## src/sv/bz_reaction_rate_terms_defines.svh

```systemverilog
// ----------------------------------------------------------------------------
// Assertion macros for the BZ reaction rate block
// Shared concurrent assertion forms used by the RTL of the block.
// ----------------------------------------------------------------------------
`ifndef BZ_REACTION_RATE_TERMS_DEFINES_SVH
`define BZ_REACTION_RATE_TERMS_DEFINES_SVH

// Same-cycle implication, disabled while reset is held.
`define BZRT_ASSERT_IMPL(lbl, ck, rn, ante, cons) \
  lbl: assert property (@(posedge ck) disable iff (!rn) (ante) |-> (cons)) \
    else $error("bzrt: same-cycle check failed");

// Next-cycle implication, disabled while reset is held.
`define BZRT_ASSERT_NEXT(lbl, ck, rn, ante, cons) \
  lbl: assert property (@(posedge ck) disable iff (!rn) (ante) |=> (cons)) \
    else $error("bzrt: next-cycle check failed");

`endif

```

## src/sv/bzrt_pkg.sv

```systemverilog
// ----------------------------------------------------------------------------
// bzrt_pkg
// Widths, constants, types and saturation helper of the BZ rate block.
// ----------------------------------------------------------------------------
package bzrt_pkg;

  localparam int FRAC_BITS = 24;
  localparam int DATA_W    = 32;
  localparam int WIDE_W    = 2 * DATA_W;
  localparam int COEF_W    = 31;
  localparam int CFG_IDX_W = 3;

  localparam int DIV_DEN_W = DATA_W;
  localparam int DIV_Q_W   = DATA_W;
  localparam int DIV_NUM_W = DIV_DEN_W + DIV_Q_W;
  localparam int SIDE_W    = 2 * DATA_W + 8;

  localparam logic signed [DATA_W-1:0] ONE_D    = DATA_W'(1) << FRAC_BITS;
  localparam logic signed [DATA_W-1:0] DATA_MAX = {1'b0, {(DATA_W-1){1'b1}}};
  localparam logic signed [DATA_W-1:0] DATA_MIN = {1'b1, {(DATA_W-1){1'b0}}};
  localparam logic signed [WIDE_W-1:0] WIDE_MAX = WIDE_W'(DATA_MAX);
  localparam logic signed [WIDE_W-1:0] WIDE_MIN = WIDE_W'(DATA_MIN);

  typedef enum logic [CFG_IDX_W-1:0] {
    REG_ALPHA   = 3'd0,
    REG_BETA    = 3'd1,
    REG_EPSILON = 3'd2,
    REG_MU      = 3'd3,
    REG_Q       = 3'd4,
    REG_XCUR    = 3'd5,
    REG_ZCUR    = 3'd6
  } cfg_reg_e;

  localparam logic [COEF_W-1:0] ALPHA_RST   = 31'd7134;
  localparam logic [COEF_W-1:0] BETA_RST    = 31'd250;
  localparam logic [COEF_W-1:0] EPSILON_RST = 31'd19520794;
  localparam logic [COEF_W-1:0] MU_RST      = 31'd4274;
  localparam logic [COEF_W-1:0] Q_RST       = 31'd10066330;

  typedef struct packed {
    logic [COEF_W-1:0]        alpha;
    logic [COEF_W-1:0]        beta;
    logic [COEF_W-1:0]        eps;
    logic [COEF_W-1:0]        mu;
    logic [COEF_W-1:0]        q;
    logic signed [DATA_W-1:0] ix;
    logic signed [DATA_W-1:0] iz;
  } coef_t;

  typedef struct packed {
    logic signed [DATA_W-1:0] dx;
    logic signed [DATA_W-1:0] dz;
    logic                     in_domain;
  } res_t;

  // Clamp a wide signed value to the signed data range.
  function automatic logic signed [DATA_W-1:0] sat_data(input logic signed [WIDE_W-1:0] a);
    logic signed [DATA_W-1:0] r;
    if (a > WIDE_MAX) begin
      r = DATA_MAX;
    end else if (a < WIDE_MIN) begin
      r = DATA_MIN;
    end else begin
      r = a[DATA_W-1:0];
    end
    return r;
  endfunction

endpackage

```

## src/sv/bzrt_out_buf.sv

```systemverilog
// ----------------------------------------------------------------------------
// bzrt_out_buf
// Output register with a skid entry; decouples the pipeline from out_stall.
// ----------------------------------------------------------------------------
`include "bz_reaction_rate_terms_defines.svh"

module bzrt_out_buf (
  input  logic            clk,
  input  logic            rst_n,
  input  logic            pipe_valid,
  input  bzrt_pkg::res_t  pipe_res,
  input  logic            out_stall,
  output logic            en,
  output logic            out_valid,
  output bzrt_pkg::res_t  out_res
);
  import bzrt_pkg::*;

  logic out_valid_r;
  logic skid_valid_r;
  res_t out_res_r;
  res_t skid_res_r;
  logic pop;
  logic skid_fill;

  assign pop       = out_valid_r && !out_stall;
  assign en        = !skid_valid_r;
  assign out_valid = out_valid_r;
  assign out_res   = out_res_r;
  assign skid_fill = pipe_valid && !skid_valid_r && out_valid_r && out_stall;

  always_ff @(posedge clk) begin
    if (!rst_n) begin
      out_valid_r  <= 1'b0;
      skid_valid_r <= 1'b0;
    end else if (skid_valid_r) begin
      if (pop) begin
        skid_valid_r <= 1'b0;
      end
    end else if (pipe_valid) begin
      if (!out_valid_r || pop) begin
        out_valid_r <= 1'b1;
      end else begin
        skid_valid_r <= 1'b1;
      end
    end else if (pop) begin
      out_valid_r <= 1'b0;
    end
  end

  always_ff @(posedge clk) begin
    if (skid_valid_r) begin
      if (pop) begin
        out_res_r <= skid_res_r;
      end
    end else if (pipe_valid) begin
      if (!out_valid_r || pop) begin
        out_res_r <= pipe_res;
      end else begin
        skid_res_r <= pipe_res;
      end
    end
  end

  `BZRT_ASSERT_IMPL(a_skid_implies_out, clk, rst_n, skid_valid_r, out_valid_r)
  `BZRT_ASSERT_NEXT(a_skid_fills, clk, rst_n, skid_fill, skid_valid_r)
  `BZRT_ASSERT_NEXT(a_skid_drains, clk, rst_n, skid_valid_r && !out_stall, !skid_valid_r && out_valid_r)

endmodule

```

## config.mk

```make
export PLATFORM = sky130hd
export DESIGN_NAME = bzrt_out_buf
export DESIGN_NICKNAME = d
export VERILOG_FILES = /design/src/sv/bzrt_pkg.sv /design/src/sv/bzrt_out_buf.sv
export VERILOG_INCLUDE_DIRS = /design/src /design/src/sv
export SDC_FILE = /design/constraint.sdc
export NUM_CORES = 1
export LEC_CHECK = 0
export BUFFER_PORTS_ARGS = -buffer_cell sky130_fd_sc_hd__buf_2
export CORE_MARGIN = 5
export CORE_UTILIZATION = 56
export CTS_CLUSTER_DIAMETER = 50
export CTS_CLUSTER_SIZE = 8
export DETAILED_ROUTE_END_ITERATION = 16
export MAX_ROUTING_LAYER = met4
export PLACE_DENSITY = 0.84
export RECOVER_POWER = 100
export SLEW_MARGIN = 0
export SYNTH_ARGS = -nofsm -noshare
export SYNTH_HDL_FRONTEND = slang
export SYNTH_SLANG_ARGS = --single-unit
```

## constraint.sdc

```tcl
create_clock -name clk -period 9.7 [get_ports clk]
set_clock_uncertainty 0.2 [all_clocks]
set_input_delay 1.455 -clock clk [delete_from_list [all_inputs] [get_ports clk]]
set_output_delay 1.455 -clock clk [all_outputs]
set_load 0.005 [all_outputs]
```

==> metrics <==
postcts setup bufs 0; CP Launch Type primary input; # H-tree levels 4; Tcrit/Tclk final 54.1%; share of layout cells above drive strength 1 20.9%; post-cts hold buffer count 0; initial antenna violation count 0; synth cell count leaders 130 x edfxtp_1, 65 x mux2_4, 6 x buf_12; power per cell area 230 nW/um^2; Hold EP out_res[9]; Clock Sinks 132; Worst Hold Class reg2reg; Die H 106 um; post-synthesis sequential area ratio 76.8%; clk root buf clkbuf_8; share of the synthesized area in the top cell type 76.0%; fill count 728; synth warn 0; deepest clock path buffer count 2; DP HPWL 5910 um; Pins Over Slew Limit 150; port bufs 135; Post-synth EDFFs 130; Final Util 66.6%; CTS buffer count 17; Worst R2R Start skid_valid_r; Post-Syn Area 5140 sq um; Setup Viol. Count Final 0; Clock Latency Late Sink 0.49 ns; async set-reset flop share out of synthesis 0%; CP max FO 40; final setup margin 4.45 ns; vias in the first global route 2,686; final hold violation count 0; TritonRoute pass-1 iters 4; worst hold start skid_res_r[9]; synthesis-stage register bit count 132; most common cell in the netlist edfxtp_1; RSZ-0062 raised after global routing false; die area 11,200 sq um; Synth area leaders edfxtp_1 76%, mux2_4 19%, buf_12 2.3%, dfxtp_1 0.78%, buf_8 0.29%; crit end category register; Antenna Cells 0; R2R setup slack 4.73 ns; Peak Freq 191 MHz; largest net degree at the start of global routing 55; Fin Setup TNS 0 ns; CORE AREA 9110 sq um; # rows 35; Worst-path clk slew 0.06 ns; Final GP Congestion 0.756; Initial Utilization 56.4%; Hold WS 0.334 ns; Crit path required time 9.63 ns; Residual DRC 0; Critical Path AT 5.17 ns; grt total ovfl 0; Synth Area per Inst 23.7 sq um; CTS tree done; I/O pins 136; 1st-iter DRT viols 100; post-synth net total 286; Netlist cell types 15; via count 2,455; min Tclk post-route 5.25 ns; Synth area leader edfxtp_1; Slew headroom -146%; Vias/cell 5.02; worst slew pin tran 3.65 ns; leak pwr 2.09 nW; Tot GR Track Use 16.9%; R2R depth 3; Worst VDD drop 0.131 mV; area grow syn2layout 18.0%; dpl ws 6.02 ns; worst hold path depth 1; main flop type after synthesis edfxtp_1; post-detailed-route wirelength per cell 18.4 um; first-pass GRT wire length 13,900 um; violated checks capacitance limit, slew limit; Antenna Nets Post-Route 0; Mapped Cells 217; Routed WL 9000 um; final net count 435; die extent in x 106 um; status complete, but fails checks; post-CTS sizing 0; r2r endpoint out_res[0]; max-cap viol count 4; CP Class in2reg
## cells in the final DEF (no fill, tap or decap), types with 2 or more instances in the layout
master      instances
dfxtp_1             2
nand2_1             2
mux2_4              2
clkbuf_1           91
a21oi_1             2
clkbuf_16          16
edfxtp_1          130
clkinvlp_4          3
mux2_1             62
clkinv_4            2
clkinv_2            2
buf_2              45
inv_1               2
clkinv_1            2
bufinv_16           4
## cell type report
class	instances	area [sq um]	share of cell area (%)
multi-input cells	75	793	13.1
flip-flops and latches	132	3940	65.1
clock buffers	17	414	6.83
repair buffers	138	578	9.54
inverters	2	7.51	0.124
clock inverters	14	186	3.08
well taps	111	139	2.29
## through the flow
step | std cells | cell area [sq um] | total power (W)
5_1_grt | 489 | 6060 | 0.00145
3_3_place_gp | 458 | 5850 | 0.000790
6_report | 489 | 6060 | 0.00140
3_5_place_dp | 458 | 5850 | 0.000794
4_1_cts | 489 | 6450 | 0.00144
2_1_floorplan | 217 | 5140 | 0.000749
## metal layers
layer	part of all wire [%]	routed length, um	track usage, %	up-vias
met1	43	3840	19.6	1210
met3	5.9	531	5.27	6
met5	0	0	-	-
met2	50	4540	28.1	83
li1	-	-	-	1156
met4	0.94	85	5.83	0
## sequential cells by signal (all words and copies together) (netlist names)
register / count
out_valid: 1
skid_valid_r: 1
out_res: 65
skid_res_r: 65
## cells by family (layout without fill, tap and decap cells)
group | Yosys count | after routing | synth area share [%]
AO/OA/AOI/OAI | 4 | 4 | 0.511
buffers and inverters | 10 | 171 | 3.00
multiplexers | 65 | 65 | 19.0
flip-flops | 132 | 132 | 76.8
AND/OR/NAND/NOR | 6 | 6 | 0.706
## critical path, cell delays in order
cell      delay [ns]
clkbuf_1        0.10
nand2_1         0.09
a21boi_0        2.70
buf_4           0.80
## how the worst max path moves through the flow
stage	start	end	slack (ns)	depth (start not counted)
after global placement	out_stall	out_res[12]	6.13	4
after detailed placement	out_stall	out_res[24]	6.02	4
final	out_stall	out_res[0]	4.45	4
after CTS	out_stall	out_res[19]	6.55	4
after floorplan	out_stall	skid_res_r[0]	4.76	2
after global routing	out_stall	out_res[59]	3.96	4
## report_power, final
part	internal [W]	switching (W)
clock network	0.000414	0.000227
logic	0.0000347	0.0000445
registers	0.000667	0.00000970
total	0.00112	0.000281
Note: power is estimated with default switching activity, not from simulation.
