## config.mk

```make
export PLATFORM = sky130hd
export DESIGN_NAME = bzrt_cfg_regs
export DESIGN_NICKNAME = d
export VERILOG_FILES = /design/src/sv/bz_reaction_rate_terms_defines.svh /design/src/sv/bzrt_pkg.sv /design/src/sv/bzrt_cfg_regs.sv
export SDC_FILE = /design/constraint.sdc
export NUM_CORES = 1
export LEC_CHECK = 0
export BUFFER_PORTS_ARGS = -buffer_cell sky130_fd_sc_hd__buf_2
export CELL_PAD_IN_SITES_DETAIL_PLACEMENT = 0
export CELL_PAD_IN_SITES_GLOBAL_PLACEMENT = 1
export CORE_ASPECT_RATIO = 1.1
export CORE_MARGIN = 2
export CORE_UTILIZATION = 35
export DETAILED_ROUTE_END_ITERATION = 16
export GPL_ROUTABILITY_DRIVEN = 0
export GPL_TIMING_DRIVEN = 1
export HOLD_SLACK_MARGIN = 0.08
export PLACE_DENSITY = 0.83
export SYNTH_ARGS = -nofsm -noshare
export SYNTH_HDL_FRONTEND = slang
export SYNTH_SLANG_ARGS = --single-unit
```

## constraint.sdc

```tcl
create_clock -name clk -period 1.28 [get_ports clk]
set_input_delay 0.256 -clock clk [delete_from_list [all_inputs] [get_ports clk]]
set_output_delay 0.256 -clock clk [all_outputs]
set_load 0.005 [all_outputs]
```

## src/sv/bz_reaction_rate_terms_defines.svh

```systemverilog
// ----------------------------------------------------------------------------
// Assertion macros for the BZ reaction rate block
// Shared concurrent assertion forms used by the RTL of the block.
// ----------------------------------------------------------------------------
`ifndef BZ_REACTION_RATE_TERMS_DEFINES_SVH
`define BZ_REACTION_RATE_TERMS_DEFINES_SVH

// Same-cycle implication, disabled while reset is held.
`define BZRT_ASSERT_IMPL(lbl, ck, rn, ante, cons) \
  lbl: assert property (@(posedge ck) disable iff (!rn) (ante) |-> (cons)) \
    else $error("bzrt: same-cycle check failed");

// Next-cycle implication, disabled while reset is held.
`define BZRT_ASSERT_NEXT(lbl, ck, rn, ante, cons) \
  lbl: assert property (@(posedge ck) disable iff (!rn) (ante) |=> (cons)) \
    else $error("bzrt: next-cycle check failed");

`endif

```

## src/sv/bzrt_pkg.sv

```systemverilog
// ----------------------------------------------------------------------------
// bzrt_pkg
// Widths, constants, types and saturation helper of the BZ rate block.
// ----------------------------------------------------------------------------
package bzrt_pkg;

  localparam int FRAC_BITS = 24;
  localparam int DATA_W    = 32;
  localparam int WIDE_W    = 2 * DATA_W;
  localparam int COEF_W    = 31;
  localparam int CFG_IDX_W = 3;

  localparam int DIV_DEN_W = DATA_W;
  localparam int DIV_Q_W   = DATA_W;
  localparam int DIV_NUM_W = DIV_DEN_W + DIV_Q_W;
  localparam int SIDE_W    = 2 * DATA_W + 8;

  localparam logic signed [DATA_W-1:0] ONE_D    = DATA_W'(1) << FRAC_BITS;
  localparam logic signed [DATA_W-1:0] DATA_MAX = {1'b0, {(DATA_W-1){1'b1}}};
  localparam logic signed [DATA_W-1:0] DATA_MIN = {1'b1, {(DATA_W-1){1'b0}}};
  localparam logic signed [WIDE_W-1:0] WIDE_MAX = WIDE_W'(DATA_MAX);
  localparam logic signed [WIDE_W-1:0] WIDE_MIN = WIDE_W'(DATA_MIN);

  typedef enum logic [CFG_IDX_W-1:0] {
    REG_ALPHA   = 3'd0,
    REG_BETA    = 3'd1,
    REG_EPSILON = 3'd2,
    REG_MU      = 3'd3,
    REG_Q       = 3'd4,
    REG_XCUR    = 3'd5,
    REG_ZCUR    = 3'd6
  } cfg_reg_e;

  localparam logic [COEF_W-1:0] ALPHA_RST   = 31'd7134;
  localparam logic [COEF_W-1:0] BETA_RST    = 31'd250;
  localparam logic [COEF_W-1:0] EPSILON_RST = 31'd19520794;
  localparam logic [COEF_W-1:0] MU_RST      = 31'd4274;
  localparam logic [COEF_W-1:0] Q_RST       = 31'd10066330;

  typedef struct packed {
    logic [COEF_W-1:0]        alpha;
    logic [COEF_W-1:0]        beta;
    logic [COEF_W-1:0]        eps;
    logic [COEF_W-1:0]        mu;
    logic [COEF_W-1:0]        q;
    logic signed [DATA_W-1:0] ix;
    logic signed [DATA_W-1:0] iz;
  } coef_t;

  typedef struct packed {
    logic signed [DATA_W-1:0] dx;
    logic signed [DATA_W-1:0] dz;
    logic                     in_domain;
  } res_t;

  // Clamp a wide signed value to the signed data range.
  function automatic logic signed [DATA_W-1:0] sat_data(input logic signed [WIDE_W-1:0] a);
    logic signed [DATA_W-1:0] r;
    if (a > WIDE_MAX) begin
      r = DATA_MAX;
    end else if (a < WIDE_MIN) begin
      r = DATA_MIN;
    end else begin
      r = a[DATA_W-1:0];
    end
    return r;
  endfunction

endpackage

```

## src/sv/bzrt_cfg_regs.sv

```systemverilog
// ----------------------------------------------------------------------------
// bzrt_cfg_regs
// Coefficient and current registers written through the configuration port.
// ----------------------------------------------------------------------------
module bzrt_cfg_regs (
  input  logic                               clk,
  input  logic                               rst_n,
  input  logic                               cfg_valid,
  output logic                               cfg_ready,
  input  logic [bzrt_pkg::CFG_IDX_W-1:0]     cfg_index,
  input  logic [bzrt_pkg::DATA_W-1:0]        cfg_wdata,
  output bzrt_pkg::coef_t                    coef
);
  import bzrt_pkg::*;

  coef_t coef_r;

  assign cfg_ready = 1'b1;
  assign coef      = coef_r;

  always_ff @(posedge clk) begin
    if (!rst_n) begin
      coef_r.alpha <= ALPHA_RST;
      coef_r.beta  <= BETA_RST;
      coef_r.eps   <= EPSILON_RST;
      coef_r.mu    <= MU_RST;
      coef_r.q     <= Q_RST;
      coef_r.ix    <= '0;
      coef_r.iz    <= '0;
    end else if (cfg_valid && cfg_ready) begin
      unique case (cfg_reg_e'(cfg_index))
        REG_ALPHA:   coef_r.alpha <= cfg_wdata[COEF_W-1:0];
        REG_BETA:    coef_r.beta  <= cfg_wdata[COEF_W-1:0];
        REG_EPSILON: coef_r.eps   <= cfg_wdata[COEF_W-1:0];
        REG_MU:      coef_r.mu    <= cfg_wdata[COEF_W-1:0];
        REG_Q:       coef_r.q     <= cfg_wdata[COEF_W-1:0];
        REG_XCUR:    coef_r.ix    <= $signed(cfg_wdata);
        REG_ZCUR:    coef_r.iz    <= $signed(cfg_wdata);
        default: begin
        end
      endcase
    end
  end

endmodule

```

==> metrics <==
Sw Pwr=around 3.4 mW; Switching Share=about 22%; Post-Syn Instances=around 780; logic gate share of total power=7.1%; met2 wire length=roughly 11 mm; largest net degree at the start of global routing=52; vias after detailed routing=approximately 6300; Post-Route WL=22.5 mm; min Tclk post-route=1.24 ns; Hold Path Origin=cfg_wdata[14]; Post-Route M1 WL=9.74 mm; drt first pass iters=4; Crit Path Category=flop to output port; Final Max Tran Viols=0; required time worst endpoint=between 1 and 1.5 ns; # nets final=around 1100; Root Driver=clkbuf_16; max incr delay on CP=between 0.3 and 0.4 ns; CTS Buf Count=24; crit-path leading delay family=flip-flops; Fin. Hold Viols=0; crit path capture type=output port; CTS tree=done; post-synthesis register bit count=between 200 and 250; row count=58; Worst Setup SP=coef[87]$_SDFFE_PN1P_; outcome=finished clean; cell internal pwr=approximately 12 mW; DIE AREA=24700 um2; CP max FO=2; die height=about 160 um; syn avg cell area=approximately 11 um2; max reg flops=~220; Min-Delay Path Depth=3; max layer used=met4; highest clock rate=0.804 GHz; maxcap violations=0; area grow syn2layout=36.8%; Hold Worst Slack=slightly below 0.09 ns; Initial Util=35.8%; Residual DRC=0; first-pass GRT wire length=about 34 mm; Longest Clk Path Bufs=3; worst-path cell chain=buf_2; P_leak=5.79 nW; WL per Instance=about 16 um; Worst Path Arrival=about 0.99 ns; Yosys warning total=0; Ant. Diodes=0; layout cells sized above 1=between 30% and 40%; DRT antenna net count=0; GRT Total Usage=17.6%; critical register-to-register path startpoint=coef[76]$_SDFFE_PN1P_; Slowest cell on crit path=dfxtp_1; core area=22900 um2; period utilization=97.2%; initial antenna violation count=0; grt ovf=0; Pwr Density=between 1000 and 1500 nW/um2; clock share of power=between 40% and 50%; multi-input logic area=roughly 3600 um2; Die X=150 um; crit path buf inv count=1; clk_skew=0 ns; final setup vio count=0; number of port buffers=approximately 260; Fill cells=approximately 2100; met3 wire length=between 1.5 and 2 mm; critical path launch point type=flop; Via density=between 4 and 5; RSZ-0062 raised after global routing=false; mapped cell area=about 8200 um2; Synth cell types=17; Post-Route Utilization=between 40% and 50%; Clock Pin Slew Worst Setup and Hold Paths=around 0.060 ns; Min-Delay Path Class=primary input to flop; io pins=258; part of the Yosys area used for sequential elements=53.3%; Worst Reg-to-Reg Cells=2; post-CTS repair timing setup buffer count=0; setup ws final=roughly 0.036 ns; clk_lat worst skew=between 0.5 and 0.6 ns; R2R Path End=coef[76]$_SDFFE_PN1P_; clk sinks=around 220; R2R setup slack=roughly 0.65 ns; Hold Path End=coef[140]$_SDFFE_PN1P_; vias in the first global route=between 6000 and 7000; detailed placement HPWL=16.1 mm; iteration-0 DRC count of the detailed router=197; post-synthesis net count=roughly 800; worst slack, placed=-0.173 ns; share of power burned in registers=~47%; Max VDD drop=around 0.00090 V; Reg area=between 4000 and 5000 um2; Max H-tree Level=1
## power groups by stage
| stage | Clock (mW) | Combinational [mW] | Sequential [mW] |
|---|---|---|---|
| after global routing | 7.44 | 1.18 | 7.06 |
| after floorplan | 0 | 0.522 | 7.20 |
| final | 7.01 | 1.08 | 7.05 |
| after detailed placement | 0 | 1.05 | 7.19 |
| after CTS | 7.18 | 1.10 | 7.05 |
| after global placement | 0 | 1.04 | 7.19 |
## worst min-delay path, cell delays in order
cell and delay (ns):
buf_2 0.10, nor2b_1 0.05, mux2i_1 0.14
## synth_stat cells
library cell	count	area, um2
dfxtp_1	219	4380
mux2i_1	219	2190
nand2_1	205	769
nor2b_1	66	413
buf_2	26	130
clkbuf_1	16	60.1
buf_6	8	90.1
buf_4	5	37.5
nand4bb_1	3	33.8
buf_1	2	7.51
nand4b_2	2	30.0
and4bb_1	1	12.5
and4bb_2	1	12.5
conb_1	1	3.75
nand4b_1	1	8.76
nor4b_4	1	23.8
nor4bb_1	1	10.0
## cells by family (layout without fill, tap and decap cells)
group | Yosys count | after routing | synth area share [%]
mux | 219 | 219 | 26.7
other cells | 1 | 1 | 0.0456
simple gates | 281 | 281 | 16.0
buf+inv | 57 | 366 | 3.96
flops | 219 | 219 | 53.3
## metal layers
metal,vias to the layer above,track usage [%]
met2,192,30.3
li1,3145,-
met4,0,3.56
met3,23,4.56
met1,2978,22.3
met5,-,0
## layout make-up
class	count	area share, %
flip-flops and latches	219	39.1
multi-input cells	501	31.7
repair buffers	325	18.6
clock buffers	33	6.37
well taps	300	3.34
clock inverters	8	0.835
## per-stage QoR
step	cells	TNS, ns	area (um2)	power (mW)
floorplan	777	0	8220	7.73
global placement	1324	-4.25	10200	8.23
detailed placement	1324	-7.29	10200	8.24
CTS	1386	0	11200	15.3
global route	1386	0	11200	15.7
finish	1386	0	11200	15.1
## cell usage in the layout, fill, tap and decap left out, drive strengths merged, types with 2 or more instances in the layout
| cell | synthesis | layout |
|---|---|---|
| clkbuf | 16 | 33 |
| buf | 41 | 304 |
| nand4b | 3 | 3 |
| nand4bb | 3 | 3 |
| dfxtp | 219 | 219 |
| nand2 | 205 | 205 |
| clkinv | 0 | 5 |
| mux2i | 219 | 219 |
| dlygate4sd3 | 0 | 21 |
| and4bb | 2 | 2 |
| bufinv | 0 | 2 |
| nor2b | 66 | 66 |
## repair_timing
action	CTS	global route
hold endpoints to repair	43	0
gates resized for setup	3	9
setup endpoints to repair	2	9
hold buffers	21	0
pin swaps	0	0
## worst max path at each step
stage                        endpoint  depth (start not counted)
2_1_floorplan  coef[215]$_SDFFE_PN0P_                          4
6_report                     coef[87]                          1
3_5_place_dp   coef[194]$_SDFFE_PN1P_                          4
3_3_place_gp   coef[200]$_SDFFE_PN1P_                          4
4_1_cts                     coef[105]                          1
5_1_grt                     coef[150]                          1
Note: power is estimated with default switching activity, not from simulation.
